### src/hw/rtl/cspp_pkg.sv
package cspp_pkg;

    // Default geometry and reset values
    localparam int COORD_BITS_DEF = 12;
    localparam int FRAC_BITS_DEF  = 8;
    localparam int STEP_W         = 4;
    localparam logic [STEP_W-1:0] STEP_RESET = 4'd2;
    localparam int START_X        = 960;
    localparam int START_Y        = 540;

    // Command codes
    localparam logic CMD_SET  = 1'b0;
    localparam logic CMD_TICK = 1'b1;

    // Datapath operations
    localparam int OP_W = 4;
    localparam logic [OP_W-1:0] OP_NONE = 4'd0;
    localparam logic [OP_W-1:0] OP_DIFF = 4'd1;
    localparam logic [OP_W-1:0] OP_SQX  = 4'd2;
    localparam logic [OP_W-1:0] OP_SQY  = 4'd3;
    localparam logic [OP_W-1:0] OP_ADD  = 4'd4;
    localparam logic [OP_W-1:0] OP_SQI  = 4'd5;
    localparam logic [OP_W-1:0] OP_SQS  = 4'd6;
    localparam logic [OP_W-1:0] OP_MULX = 4'd7;
    localparam logic [OP_W-1:0] OP_MULY = 4'd8;
    localparam logic [OP_W-1:0] OP_DVI  = 4'd9;
    localparam logic [OP_W-1:0] OP_DVS  = 4'd10;
    localparam logic [OP_W-1:0] OP_UPX  = 4'd11;
    localparam logic [OP_W-1:0] OP_UPY  = 4'd12;
    localparam logic [OP_W-1:0] OP_OUT  = 4'd13;

    // Sequencing kinds
    localparam int JMP_W = 3;
    localparam logic [JMP_W-1:0] JMP_NEXT   = 3'd0;
    localparam logic [JMP_W-1:0] JMP_ALWAYS = 3'd1;
    localparam logic [JMP_W-1:0] JMP_LOOP   = 3'd2;
    localparam logic [JMP_W-1:0] JMP_NEAR   = 3'd3;
    localparam logic [JMP_W-1:0] JMP_DONE   = 3'd4;

    localparam int PC_W = 4;

    // Program addresses used as jump targets
    localparam logic [PC_W-1:0] PC_DIFF = 4'd0;
    localparam logic [PC_W-1:0] PC_SQS  = 4'd6;
    localparam logic [PC_W-1:0] PC_DVSX = 4'd9;
    localparam logic [PC_W-1:0] PC_DVSY = 4'd13;
    localparam logic [PC_W-1:0] PC_DONE = 4'd15;

    typedef struct packed {
        logic [OP_W-1:0]  op;
        logic [JMP_W-1:0] jmp;
        logic [PC_W-1:0]  tgt;
    } ucode_t;

    // Control store: measure, root, two divisions, re-measure, hand out
    function automatic ucode_t ucode_rom(input logic [PC_W-1:0] pc);
        ucode_t w;
        case (pc)
            4'd0:    w = '{OP_DIFF, JMP_NEXT,   PC_DIFF};
            4'd1:    w = '{OP_SQX,  JMP_NEXT,   PC_DIFF};
            4'd2:    w = '{OP_SQY,  JMP_NEXT,   PC_DIFF};
            4'd3:    w = '{OP_ADD,  JMP_NEXT,   PC_DIFF};
            4'd4:    w = '{OP_NONE, JMP_NEAR,   PC_DONE};
            4'd5:    w = '{OP_SQI,  JMP_NEXT,   PC_DIFF};
            4'd6:    w = '{OP_SQS,  JMP_LOOP,   PC_SQS};
            4'd7:    w = '{OP_MULX, JMP_NEXT,   PC_DIFF};
            4'd8:    w = '{OP_DVI,  JMP_NEXT,   PC_DIFF};
            4'd9:    w = '{OP_DVS,  JMP_LOOP,   PC_DVSX};
            4'd10:   w = '{OP_UPX,  JMP_NEXT,   PC_DIFF};
            4'd11:   w = '{OP_MULY, JMP_NEXT,   PC_DIFF};
            4'd12:   w = '{OP_DVI,  JMP_NEXT,   PC_DIFF};
            4'd13:   w = '{OP_DVS,  JMP_LOOP,   PC_DVSY};
            4'd14:   w = '{OP_UPY,  JMP_ALWAYS, PC_DIFF};
            4'd15:   w = '{OP_OUT,  JMP_DONE,   PC_DONE};
            default: w = '{OP_OUT,  JMP_DONE,   PC_DONE};
        endcase
        return w;
    endfunction

endpackage

### src/hw/rtl/csp_in_if.sv
interface csp_in_if #(
    parameter int COORD_BITS = cspp_pkg::COORD_BITS_DEF
);
    logic                  valid;
    logic                  ready;
    logic                  command;
    logic [COORD_BITS-1:0] target_x;
    logic [COORD_BITS-1:0] target_y;

    modport source (output valid, output command, output target_x, output target_y,
                    input ready);
    modport sink   (input valid, input command, input target_x, input target_y,
                    output ready);
endinterface

### src/hw/rtl/csp_out_if.sv
interface csp_out_if #(
    parameter int POS_BITS = cspp_pkg::COORD_BITS_DEF + cspp_pkg::FRAC_BITS_DEF
);
    logic                valid;
    logic                ready;
    logic [POS_BITS-1:0] position_x;
    logic [POS_BITS-1:0] position_y;
    logic                arrived;

    modport source (output valid, output position_x, output position_y, output arrived,
                    input ready);
    modport sink   (input valid, input position_x, input position_y, input arrived,
                    output ready);
endinterface

### src/hw/rtl/constant_speed_point_pursuit_top.sv
// Constant-speed point pursuit.
// item (sink): command 0 loads target_x/target_y as the new goal in whole
// pixels; command 1 is a tick that moves the point step_size pixels along
// the straight line to the goal, unless it is within one pixel already.
// result (source): one beat per item with the position after the item
// (unsigned COORD_BITS.FRAC_BITS) and arrived, set when the point lies
// within one pixel of the goal.
// cfg_we/cfg_wdata write step_size; write it only while the block is idle.
// One item is worked at a time by a microcoded sequencer driving one shared
// multiplier and a one-bit-per-cycle root/divide unit. A set target, or a
// tick within one pixel, ends after measuring; a tick that moves also runs
// the root loop and two divisions, then measures again.
// item.ready is high while no item is being worked, so a new item is taken
// only once the sequencer has finished the last one. The result register
// holds a beat while result.ready is low, and the next item may already be
// accepted, completing once the register is free.
// Reset: position (960,540) saturated to range, goal (0,0), step_size 2,
// result register empty.
module constant_speed_point_pursuit_top #(
    parameter int COORD_BITS = cspp_pkg::COORD_BITS_DEF,
    parameter int FRAC_BITS  = cspp_pkg::FRAC_BITS_DEF
) (
    input  logic                              clk,
    input  logic                              rst_n,
    input  logic                              cfg_we,
    input  logic [cspp_pkg::STEP_W-1:0]       cfg_wdata,
    csp_in_if.sink                            item,
    csp_out_if.source                         result
);

    localparam int POS_BITS = COORD_BITS + FRAC_BITS;
    localparam int SQ_SHIFT = (POS_BITS > 31) ? (POS_BITS - 31) : 0;
    localparam int MUL_W    = POS_BITS - SQ_SHIFT;
    localparam int PROD_W   = 2 * MUL_W;
    localparam int SUM_W    = PROD_W + 1;
    localparam int RW       = MUL_W + 1;
    localparam int QW       = cspp_pkg::STEP_W + FRAC_BITS;
    localparam int CNT_MAX  = (RW > QW) ? RW : QW;
    localparam int CNT_W    = $clog2(CNT_MAX);
    localparam int THR_SH   = 2 * FRAC_BITS - 2 * SQ_SHIFT;

    localparam logic [63:0] POS_MAX64 = (64'd1 << POS_BITS) - 64'd1;
    localparam logic [63:0] SX64 = 64'(cspp_pkg::START_X) << FRAC_BITS;
    localparam logic [63:0] SY64 = 64'(cspp_pkg::START_Y) << FRAC_BITS;
    localparam logic [POS_BITS-1:0] RST_X =
        POS_BITS'((SX64 > POS_MAX64) ? POS_MAX64 : SX64);
    localparam logic [POS_BITS-1:0] RST_Y =
        POS_BITS'((SY64 > POS_MAX64) ? POS_MAX64 : SY64);
    localparam logic [SUM_W-1:0] THR =
        (THR_SH > 0) ? (SUM_W'(1) << THR_SH) : SUM_W'(1);
    localparam logic [SUM_W-1:0] SQ_BIT0 = SUM_W'(1) << (2 * (RW - 1));
    localparam logic [CNT_W-1:0] SQ_CNT0 = CNT_W'(RW - 1);
    localparam logic [CNT_W-1:0] DV_CNT0 = CNT_W'(QW - 1);

    // Architectural state
    logic [POS_BITS-1:0]        posx_reg, posx_next;
    logic [POS_BITS-1:0]        posy_reg, posy_next;
    logic [COORD_BITS-1:0]      goalx_reg, goalx_next;
    logic [COORD_BITS-1:0]      goaly_reg, goaly_next;
    logic [cspp_pkg::STEP_W-1:0] step_reg, step_next;

    // Sequencer
    logic                       busy_reg, busy_next;
    logic                       phase_reg, phase_next;
    logic [cspp_pkg::PC_W-1:0]  pc_reg, pc_next;
    logic [CNT_W-1:0]           cnt_reg, cnt_next;

    // Datapath registers
    logic [MUL_W-1:0]           ax_reg, ax_next;
    logic [MUL_W-1:0]           ay_reg, ay_next;
    logic                       sx_reg, sx_next;
    logic                       sy_reg, sy_next;
    logic [PROD_W-1:0]          prod_reg, prod_next;
    logic [SUM_W-1:0]           sum_reg, sum_next;
    logic [SUM_W-1:0]           sqv_reg, sqv_next;
    logic [SUM_W-1:0]           sqres_reg, sqres_next;
    logic [SUM_W-1:0]           sqbit_reg, sqbit_next;
    logic [RW-1:0]              rem_reg, rem_next;
    logic [QW-1:0]              nq_reg, nq_next;

    // Result register
    logic                       outv_reg, outv_next;
    logic [POS_BITS-1:0]        outx_reg, outx_next;
    logic [POS_BITS-1:0]        outy_reg, outy_next;
    logic                       outa_reg, outa_next;

    cspp_pkg::ucode_t           uw;
    logic                       in_fire;
    logic                       out_fire;
    logic                       slot_free;
    logic                       far;
    logic                       stall;

    logic signed [POS_BITS+1:0] dx;
    logic signed [POS_BITS+1:0] dy;
    logic [POS_BITS+1:0]        magx;
    logic [POS_BITS+1:0]        magy;
    logic [MUL_W-1:0]           mul_a;
    logic [MUL_W-1:0]           mul_b;
    logic [MUL_W-1:0]           stepf;
    logic [SUM_W:0]             sq_trial;
    logic                       sq_ge;
    logic [RW-1:0]              root;
    logic [RW:0]                dv_trial;
    logic                       dv_ge;
    logic [RW:0]                dv_diff;
    logic [PROD_W-1:0]          num_hi;
    logic [POS_BITS-1:0]        up_pos;
    logic                       up_neg;
    logic [POS_BITS-1:0]        up_q;
    logic [POS_BITS:0]          up_sum;
    logic [POS_BITS-1:0]        up_res;

    assign uw        = cspp_pkg::ucode_rom(pc_reg);
    assign in_fire   = item.valid && item.ready;
    assign out_fire  = result.valid && result.ready;
    assign slot_free = !outv_reg || result.ready;
    assign far       = sum_reg > THR;
    assign stall     = busy_reg && (uw.op == cspp_pkg::OP_OUT) && !slot_free;

    assign item.ready        = !busy_reg;
    assign result.valid      = outv_reg;
    assign result.position_x = outx_reg;
    assign result.position_y = outy_reg;
    assign result.arrived    = outa_reg;

    // Difference vector and magnitudes
    assign dx   = $signed({2'b00, goalx_reg, {FRAC_BITS{1'b0}}}) - $signed({2'b00, posx_reg});
    assign dy   = $signed({2'b00, goaly_reg, {FRAC_BITS{1'b0}}}) - $signed({2'b00, posy_reg});
    assign magx = dx[POS_BITS+1] ? (POS_BITS+2)'(-dx) : dx;
    assign magy = dy[POS_BITS+1] ? (POS_BITS+2)'(-dy) : dy;

    // Shared multiplier operand select
    assign stepf = MUL_W'({step_reg, {FRAC_BITS{1'b0}}});
    always_comb
    begin
        case (uw.op)
            cspp_pkg::OP_SQX:
            begin
                mul_a = ax_reg;
                mul_b = ax_reg;
            end
            cspp_pkg::OP_SQY:
            begin
                mul_a = ay_reg;
                mul_b = ay_reg;
            end
            cspp_pkg::OP_MULX:
            begin
                mul_a = stepf;
                mul_b = ax_reg;
            end
            default:
            begin
                mul_a = stepf;
                mul_b = ay_reg;
            end
        endcase
    end

    // Root step: one result bit per cycle
    assign sq_trial = {1'b0, sqres_reg} + {1'b0, sqbit_reg};
    assign sq_ge    = {1'b0, sqv_reg} >= sq_trial;
    assign root     = sqres_reg[RW-1:0];

    // Restoring division step: one quotient bit per cycle
    assign dv_trial = {rem_reg, nq_reg[QW-1]};
    assign dv_ge    = dv_trial >= {1'b0, root};
    assign dv_diff  = dv_trial - {1'b0, root};
    assign num_hi   = prod_reg >> QW;

    // Saturating position update
    assign up_neg = (uw.op == cspp_pkg::OP_UPX) ? sx_reg : sy_reg;
    assign up_pos = (uw.op == cspp_pkg::OP_UPX) ? posx_reg : posy_reg;
    assign up_q   = POS_BITS'(nq_reg);
    assign up_sum = {1'b0, up_pos} + {1'b0, up_q};
    always_comb
    begin
        if (up_neg)
        begin
            up_res = (up_pos < up_q) ? '0 : (up_pos - up_q);
        end
        else
        begin
            up_res = up_sum[POS_BITS] ? {POS_BITS{1'b1}} : up_sum[POS_BITS-1:0];
        end
    end

    // Datapath and sequencer next state
    always_comb
    begin
        posx_next  = posx_reg;
        posy_next  = posy_reg;
        goalx_next = goalx_reg;
        goaly_next = goaly_reg;
        step_next  = cfg_we ? cfg_wdata : step_reg;
        busy_next  = busy_reg;
        phase_next = phase_reg;
        pc_next    = pc_reg;
        cnt_next   = cnt_reg;
        ax_next    = ax_reg;
        ay_next    = ay_reg;
        sx_next    = sx_reg;
        sy_next    = sy_reg;
        prod_next  = prod_reg;
        sum_next   = sum_reg;
        sqv_next   = sqv_reg;
        sqres_next = sqres_reg;
        sqbit_next = sqbit_reg;
        rem_next   = rem_reg;
        nq_next    = nq_reg;
        outv_next  = out_fire ? 1'b0 : outv_reg;
        outx_next  = outx_reg;
        outy_next  = outy_reg;
        outa_next  = outa_reg;

        if (in_fire)
        begin
            busy_next = 1'b1;
            pc_next   = cspp_pkg::PC_DIFF;
            if (item.command == cspp_pkg::CMD_SET)
            begin
                goalx_next = item.target_x;
                goaly_next = item.target_y;
                phase_next = 1'b1;
            end
            else
            begin
                phase_next = 1'b0;
            end
        end
        else if (busy_reg && !stall)
        begin
            // Datapath operation of this step
            case (uw.op)
                cspp_pkg::OP_DIFF:
                begin
                    ax_next = MUL_W'(magx >> SQ_SHIFT);
                    ay_next = MUL_W'(magy >> SQ_SHIFT);
                    sx_next = dx[POS_BITS+1];
                    sy_next = dy[POS_BITS+1];
                end
                cspp_pkg::OP_SQX:
                begin
                    prod_next = mul_a * mul_b;
                end
                cspp_pkg::OP_SQY:
                begin
                    sum_next  = SUM_W'(prod_reg);
                    prod_next = mul_a * mul_b;
                end
                cspp_pkg::OP_ADD:
                begin
                    sum_next = sum_reg + SUM_W'(prod_reg);
                end
                cspp_pkg::OP_SQI:
                begin
                    sqv_next   = sum_reg;
                    sqres_next = '0;
                    sqbit_next = SQ_BIT0;
                    cnt_next   = SQ_CNT0;
                end
                cspp_pkg::OP_SQS:
                begin
                    if (sq_ge)
                    begin
                        sqv_next   = sqv_reg - sq_trial[SUM_W-1:0];
                        sqres_next = (sqres_reg >> 1) + sqbit_reg;
                    end
                    else
                    begin
                        sqres_next = sqres_reg >> 1;
                    end
                    sqbit_next = sqbit_reg >> 2;
                end
                cspp_pkg::OP_MULX,
                cspp_pkg::OP_MULY:
                begin
                    prod_next = mul_a * mul_b;
                end
                cspp_pkg::OP_DVI:
                begin
                    rem_next = num_hi[RW-1:0];
                    nq_next  = prod_reg[QW-1:0];
                    cnt_next = DV_CNT0;
                end
                cspp_pkg::OP_DVS:
                begin
                    rem_next = dv_ge ? dv_diff[RW-1:0] : dv_trial[RW-1:0];
                    nq_next  = {nq_reg[QW-2:0], dv_ge};
                end
                cspp_pkg::OP_UPX:
                begin
                    posx_next = up_res;
                end
                cspp_pkg::OP_UPY:
                begin
                    posy_next  = up_res;
                    phase_next = 1'b1;
                end
                cspp_pkg::OP_OUT:
                begin
                    outv_next = 1'b1;
                    outx_next = posx_reg;
                    outy_next = posy_reg;
                    outa_next = !far;
                end
                default:
                begin
                end
            endcase

            // Step sequencing
            case (uw.jmp)
                cspp_pkg::JMP_ALWAYS:
                begin
                    pc_next = uw.tgt;
                end
                cspp_pkg::JMP_LOOP:
                begin
                    if (cnt_reg != '0)
                    begin
                        cnt_next = cnt_reg - CNT_W'(1);
                        pc_next  = uw.tgt;
                    end
                    else
                    begin
                        pc_next = pc_reg + cspp_pkg::PC_W'(1);
                    end
                end
                cspp_pkg::JMP_NEAR:
                begin
                    if (phase_reg || !far)
                    begin
                        pc_next = uw.tgt;
                    end
                    else
                    begin
                        pc_next = pc_reg + cspp_pkg::PC_W'(1);
                    end
                end
                cspp_pkg::JMP_DONE:
                begin
                    busy_next = 1'b0;
                end
                default:
                begin
                    pc_next = pc_reg + cspp_pkg::PC_W'(1);
                end
            endcase
        end
    end

    // Control and architectural state
    always_ff @(posedge clk or negedge rst_n)
    begin
        if (!rst_n)
        begin
            posx_reg  <= RST_X;
            posy_reg  <= RST_Y;
            goalx_reg <= '0;
            goaly_reg <= '0;
            step_reg  <= cspp_pkg::STEP_RESET;
            busy_reg  <= 1'b0;
            phase_reg <= 1'b0;
            pc_reg    <= cspp_pkg::PC_DIFF;
            cnt_reg   <= '0;
            outv_reg  <= 1'b0;
        end
        else
        begin
            posx_reg  <= posx_next;
            posy_reg  <= posy_next;
            goalx_reg <= goalx_next;
            goaly_reg <= goaly_next;
            step_reg  <= step_next;
            busy_reg  <= busy_next;
            phase_reg <= phase_next;
            pc_reg    <= pc_next;
            cnt_reg   <= cnt_next;
            outv_reg  <= outv_next;
        end
    end

    // Working registers and result payload
    always_ff @(posedge clk)
    begin
        ax_reg    <= ax_next;
        ay_reg    <= ay_next;
        sx_reg    <= sx_next;
        sy_reg    <= sy_next;
        prod_reg  <= prod_next;
        sum_reg   <= sum_next;
        sqv_reg   <= sqv_next;
        sqres_reg <= sqres_next;
        sqbit_reg <= sqbit_next;
        rem_reg   <= rem_next;
        nq_reg    <= nq_next;
        outx_reg  <= outx_next;
        outy_reg  <= outy_next;
        outa_reg  <= outa_next;
    end

endmodule

### src/flat_wrapper.sv
// flat-port wrapper written by rule: the top's interface ports become plain ports
module constant_speed_point_pursuit_top_flat 
#(
    parameter int COORD_BITS = cspp_pkg::COORD_BITS_DEF,
    parameter int FRAC_BITS  = cspp_pkg::FRAC_BITS_DEF
)
  (clk, rst_n, cfg_we, cfg_wdata, item_valid, item_command, item_target_x, item_target_y, item_ready, result_valid, result_position_x, result_position_y, result_arrived, result_ready);
  csp_in_if #(.COORD_BITS(COORD_BITS)) item_i ();
  csp_out_if result_i ();
  input  logic clk;
  input  logic rst_n;
  input  logic cfg_we;
  input  logic [cspp_pkg::STEP_W-1:0] cfg_wdata;
  input wire logic [$bits(item_i.valid)-1:0] item_valid;
  input wire logic [$bits(item_i.command)-1:0] item_command;
  input wire logic [$bits(item_i.target_x)-1:0] item_target_x;
  input wire logic [$bits(item_i.target_y)-1:0] item_target_y;
  output wire logic [$bits(item_i.ready)-1:0] item_ready;
  output wire logic [$bits(result_i.valid)-1:0] result_valid;
  output wire logic [$bits(result_i.position_x)-1:0] result_position_x;
  output wire logic [$bits(result_i.position_y)-1:0] result_position_y;
  output wire logic [$bits(result_i.arrived)-1:0] result_arrived;
  input wire logic [$bits(result_i.ready)-1:0] result_ready;
  assign item_i.valid = item_valid;
  assign item_i.command = item_command;
  assign item_i.target_x = item_target_x;
  assign item_i.target_y = item_target_y;
  assign item_ready = item_i.ready;
  assign result_valid = result_i.valid;
  assign result_position_x = result_i.position_x;
  assign result_position_y = result_i.position_y;
  assign result_arrived = result_i.arrived;
  assign result_i.ready = result_ready;
  constant_speed_point_pursuit_top #(.COORD_BITS(COORD_BITS), .FRAC_BITS(FRAC_BITS)) u_core (.clk(clk), .rst_n(rst_n), .cfg_we(cfg_we), .cfg_wdata(cfg_wdata), .item(item_i), .result(result_i));
endmodule
### config.mk
export PLATFORM = sky130hd
export DESIGN_NAME = constant_speed_point_pursuit_top_flat
export DESIGN_NICKNAME = d
export VERILOG_FILES = /design/src/hw/rtl/cspp_pkg.sv /design/src/hw/rtl/csp_in_if.sv /design/src/hw/rtl/csp_out_if.sv /design/src/hw/rtl/constant_speed_point_pursuit_top.sv /design/src/flat_wrapper.sv
export SDC_FILE = /design/constraint.sdc
export NUM_CORES = 2
export LEC_CHECK = 0
export BUFFER_PORTS_ARGS = -buffer_cell sky130_fd_sc_hd__buf_2
export CORE_MARGIN = 4
export CORE_UTILIZATION = 60
export CTS_BUF_LIST = sky130_fd_sc_hd__clkbuf_16
export CTS_CLUSTER_DIAMETER = 50
export DETAILED_ROUTE_END_ITERATION = 16
export GPL_TIMING_DRIVEN = 0
export MAX_ROUTING_LAYER = met4
export PLACE_DENSITY = 0.77
export SYNTH_ARGS = -nofsm -noshare
export SYNTH_HDL_FRONTEND = slang
export SYNTH_SLANG_ARGS = --single-unit
### constraint.sdc
create_clock -name clk -period 10.5 [get_ports clk]
set_input_delay 3.15 -clock clk [delete_from_list [all_inputs] [get_ports clk]]
set_output_delay 3.15 -clock clk [all_outputs]
set_load 0.1 [all_outputs]
; ---- After elaboration in Yosys (flattened, before gate mapping)
; Memories as Yosys holds them, arrays and structs flattened.
; Cells that the tools add are included.
[totals]
ff_bits = 400
rom_bits = 176
in_bits = 34
output_inout_bits = 43
word_cells = 136
memories = 1
[mem_list]
columns = memory, depth, width, read_ports, rd_ports_with_merged_regs, write_ports, line_no
row1 = (name not given), 16, 11, 1, 0, 0, cspp_pkg.sv:58  ; case (pc)
[op_classes]
add_sub_neg = 13
n_mul = 1
magnitude_cmp = 4
n_eq_ne = 19
muxes = 37
n_bitwise = 2
reduce_logical = 35
[op_table]
columns = op, count
row1 = $pmux 41 s2, 4
row2 = $mux 20, 7
row3 = $mux 41, 2
row4 = $add 41x41->42, 1
row5 = $ge 41x42->1, 1
row6 = $pmux 21 s2, 1
row7 = $sub 20x20->21, 2
row8 = $add 40x41->41, 1
row9 = $add 41x40->41, 1
row10 = $gt 41x17->1 const B, 1
row11 = $sub 41x41->41, 1
row12 = $mul 20x20->40, 1
row13 = $neg 20->20, 2
row14 = $pmux 20 s2, 1
row15 = $eq 4x4->1 const B, 6
row16 = $pmux 12 s2, 1
row17 = $reduce_and 3->1, 8
row18 = $ge 22x21->1, 1
row19 = $add 20x12->21, 1
row20 = $mux 21, 1
row21 = $sub 21x21->21, 1
row22 = $lt 20x12->1, 1
row23 = $sub 20x12->20, 1
row24 = $eq 4x3->1 const B, 4
row25 = 23 further kinds, 60

; ---- Longest topological paths before layout
[logic_depth]
ltp_word = 8
mapped_depth = 35
depth_no_buf = 34

; ---- Worst setup path before layout
; Ideal clock, no wire load.
[synth_path]
path_kind = register -> register
from = reg u_core.pc_reg[0] (netlist name)
to = reg u_core.prod_reg[38] (data pin)
setup_time_ns = 0.262
arrival_ns = 9.297
required_ns = 10.238
setup_slack_ns = 0.940
stages_incl_launch_ff = 33
path_buffers = 2
synth_period_minus_slack_ns = 9.560
path_cell_list = dfrtp_1 > inv_1 > ha_1 > or3_1 > a31oi_1 > nor2_1 > o21ai_1 > buf_2 > buf_1 > mux2i_1 > nor2_1 > fa_1 > inv_1 > fa_1 > fa_1 > fa_1 > inv_1 > fa_1 > fa_1 > inv_1 > fa_1 > inv_1 > ha_1 > a21o_1 > a21oi_1 > o21ai_0 > a221o_1 > o2bb2ai_1 > a2111oi_0 > nor3_1 > a2111oi_1 > a21oi_1 > xor2_1
[synth_between]
elab_chain_cells = 5
elab_cells_between_ends = 8
cone_classes = 1 x mul / 3 x eq/ne / 2 x mux / 1 x reduce/logical / 1 x memory
[synth_rtl]
columns = element, line_no
row1 = "start, declared", constant_speed_point_pursuit_top.sv:65  ; logic [cspp_pkg::PC_W-1:0] pc_reg, pc_next;
row2 = "start signal, assigned", constant_speed_point_pursuit_top.sv:366  ; pc_reg <= cspp_pkg::PC_DIFF;
row3 = "start signal, assigned", constant_speed_point_pursuit_top.sv:379  ; pc_reg <= pc_next;
row4 = $mem_v2 16x11 *, -
row5 = $eq 4x2->1 / $eq 4x3->1 (equally long branches), "constant_speed_point_pursuit_top.sv:137, constant_speed_point_pursuit_top.sv:235"
row6 = $reduce_or 2->1 (no line), -
row7 = $mux 20, constant_speed_point_pursuit_top.sv:137  ; case (uw.op)
row8 = $mul 20x20->40 *, "constant_speed_point_pursuit_top.sv:245, constant_speed_point_pursuit_top.sv:250, constant_speed_point_pursuit_top.sv:279"
row9 = "end signal, assigned", constant_speed_point_pursuit_top.sv:392  ; prod_reg <= prod_next;
row10 = "end, declared", constant_speed_point_pursuit_top.sv:73  ; logic [PROD_W-1:0] prod_reg, prod_next;
; Every way passes the cells marked *; elsewhere a longest branch is shown, timed or not.
; A chain may end at the register's enable or synchronous reset.

; ---- Final worst setup path
; Same ends and word-level chain as after synthesis.

==> impl_metrics.toml <==
[logic_synthesis]
yosys_warnings = 0
seq_area_frac_synth = 0.273
synth_top_flop_cell = "edfxtp_1"
synth.avg_cell_area_um2 = 9.15
netlist.top_cell.by_area = "edfxtp_1"
netlist_area_um2 = 40300
synthTopCellsByArea = "edfxtp_1 22%, fa_1 16%, ha_1 11%"
synthArstFlopShare = 0.211
ys_seq_elements = 380
synth_edf_count = 300
netlist.area_leader.share = 0.223
yosysUniqueCellTypes = 92
syn_nets = 5118
syn_inst = 4406

[worst_hold_path]
min-delay-start = "u_core.posx_reg[11]"
hold_depth = 0
hp-class = "flip-flop to flip-flop"
whs_endpoint = "u_core.result.position_x[11]"

[clock_tree]
clock-root-buffer = "clkbuf_16"
clkSinkCount = 380
cts_tree = "done"
h-tree-depth = 2
clk_latency_ps = 640
clkSlewWorstSetupHoldPaths_ps = 60
cts_buffer_depth = 3
hold_buffers = 0
numCtsBuffers = 56

[routing]
vias = 33292
ant_nets = 0
drt-initial-drc-count = 3044
viasPerCell = 6.09
firstDrtPassIters = 6
drc = 0
wirelength_um = 117000
wire_per_inst_um = 21.4

[timing]
fmax_mhz = 99.7
skew_ps = 39.3
fin_crit_sh = 0.955
fin_crit_ps = 10030
drv_slew = 0
worstMarginPinSlew_ps = 1230
setup_tns_ps = 0
max-slew-margin-rel = 0.181
hold_violations = 0
setup_violations = 0

[floorplanning]
die_w_um = 267
num_rows = 94
boundaryPins = 77
die_height_um = 267
core_um2 = 66200
die_area_um2 = 71400
initial_core_util = 0.609

[critical_path]
start_kind = "flip-flop"
ff2ff_path_depth = 35
r2r-end = "u_core.prod_reg[38]"
critPathTopFamily = "adder cells"
r2r-start = "u_core.pc_reg[0]"
rrSetupSlack_ps = 470
cpMaxStageDelayCell = "fa_1"
cp.buffers_inverters = 10
path_class = "flip-flop to flip-flop"
cp_max_fo = 10
endpoint_kind = "flip-flop"
cp.arrival_ps = 10400
cp_data_required_time_ps = 10870
slowest_delay_ps = 530

[layout]
fin_nets = 5263
area_delta_synth_final_pct = 9.51
stdcell_count = 5464
layout-drive-gt1-share = 0.0818
final_cell_mix = "556 x inv_1, 475 x nand2_1, 404 x nor2_1"
final_common_cell = "inv_1"

[placement]
io_buffers = 76
post-dp-hpwl_um = 93100
place_congestion = 1.02
post-place-cells = 5356

[global_route]
grt_overflow = 0
first_global_vias = 33179
track_usage = 0.338
grt_max_degree = 57
grt_pass1_wl_um = 184000
antenna_found_initial = 1

[run]
cap_violations = 0

[status]
status = "finished, final reports clean"
## what timing repair did
action,in CTS,in global routing
resized for setup,31,43
pin swaps,1,0
buffers inserted,3,0
setup endpoints to repair,23,8
## kinds of logic (layout without fill, tap and decap cells)
kind of cell	after synthesis	after routing	share of synthesized area
adders and majority gates	678	678	0.271
buffers and inverters	704	896	0.0665
DFF	380	380	0.273
AOI/OAI and AO/OA	930	930	0.147
muxes	136	136	0.0365
and+or+nand+nor	1309	1309	0.147
xor gates and xnor gates	269	269	0.0584
other	0	2	0
## Yosys cell counts, drive strengths merged (13+ instances only)
cell type and number:
dfrtp 71, nor4 23, and2 26, o21a 33, a21o 106, ha 353, xnor2 167, o31ai 25
nor3 72, a31o 14, buf 13, o21ai 273, inv 551, nand2b 50, and3 58, a31oi 51
nand4 27, a21oi 204, o21bai 40, nor2 407, edfxtp 300, xor2 102, clkbuf 138, nand2 477
mux2i 48, nor2b 38, a211oi 38, mux2 88, o211ai 16, or2 17, or3 23, fa 325
nand3 46
## worst max path at each step
| stage | start | endpoint | slack (ps) | depth (start not counted) |
|---|---|---|---|---|
| finish | u_core.pc_reg[0] | u_core.prod_reg[38] | 470 | 35 |
| global route | u_core.pc_reg[0] | u_core.prod_reg[38] | -20 | 35 |
| CTS | u_core.pc_reg[0] | u_core.prod_reg[38] | 4 | 35 |
| detailed placement | u_core.pc_reg[2] | u_core.prod_reg[38] | -1480 | 30 |
| global placement | u_core.pc_reg[2] | u_core.prod_reg[38] | -1310 | 30 |
| floorplan | u_core.pc_reg[0] | u_core.prod_reg[38] | 940 | 32 |
## per-stage QoR
stage	worst slack, ps	util	hold WS [ps]	instance area [um2]
2_1_floorplan	940	-	420	40300
3_3_place_gp	-1310	0.631	443	41800
3_5_place_dp	-1480	0.635	450	42000
4_1_cts	4.20	0.666	463	44100
5_1_grt	-15.5	0.667	471	44200
6_report	472	0.667	467	44200
## layer usage
layer | vias to the layer above | track usage | wire [um]
met3 | 351 | 0.0548 | 9040
met5 | - | - | 0
li1 | 15431 | - | -
met1 | 16148 | 0.419 | 46800
met2 | 1362 | 0.545 | 54400
met4 | 0 | 0.160 | 6700
## area by class of cell
| cell class | instances | area [um2] |
|---|---|---|
| plain buffers | 150 | 647 |
| inverters | 552 | 2080 |
| fillers | 5394 | 22100 |
| multi-input cells | 3322 | 26800 |
| clock inverters | 48 | 517 |
| flip-flops and latches | 380 | 11000 |
| well taps | 864 | 1080 |
| clock buffers | 57 | 1430 |
| repair buffers | 89 | 599 |
| diodes | 2 | 5.00 |
Power is left out: the tool's default activity adds up to more than one toggle a clock period on the data nets, which glitch-free logic cannot reach.
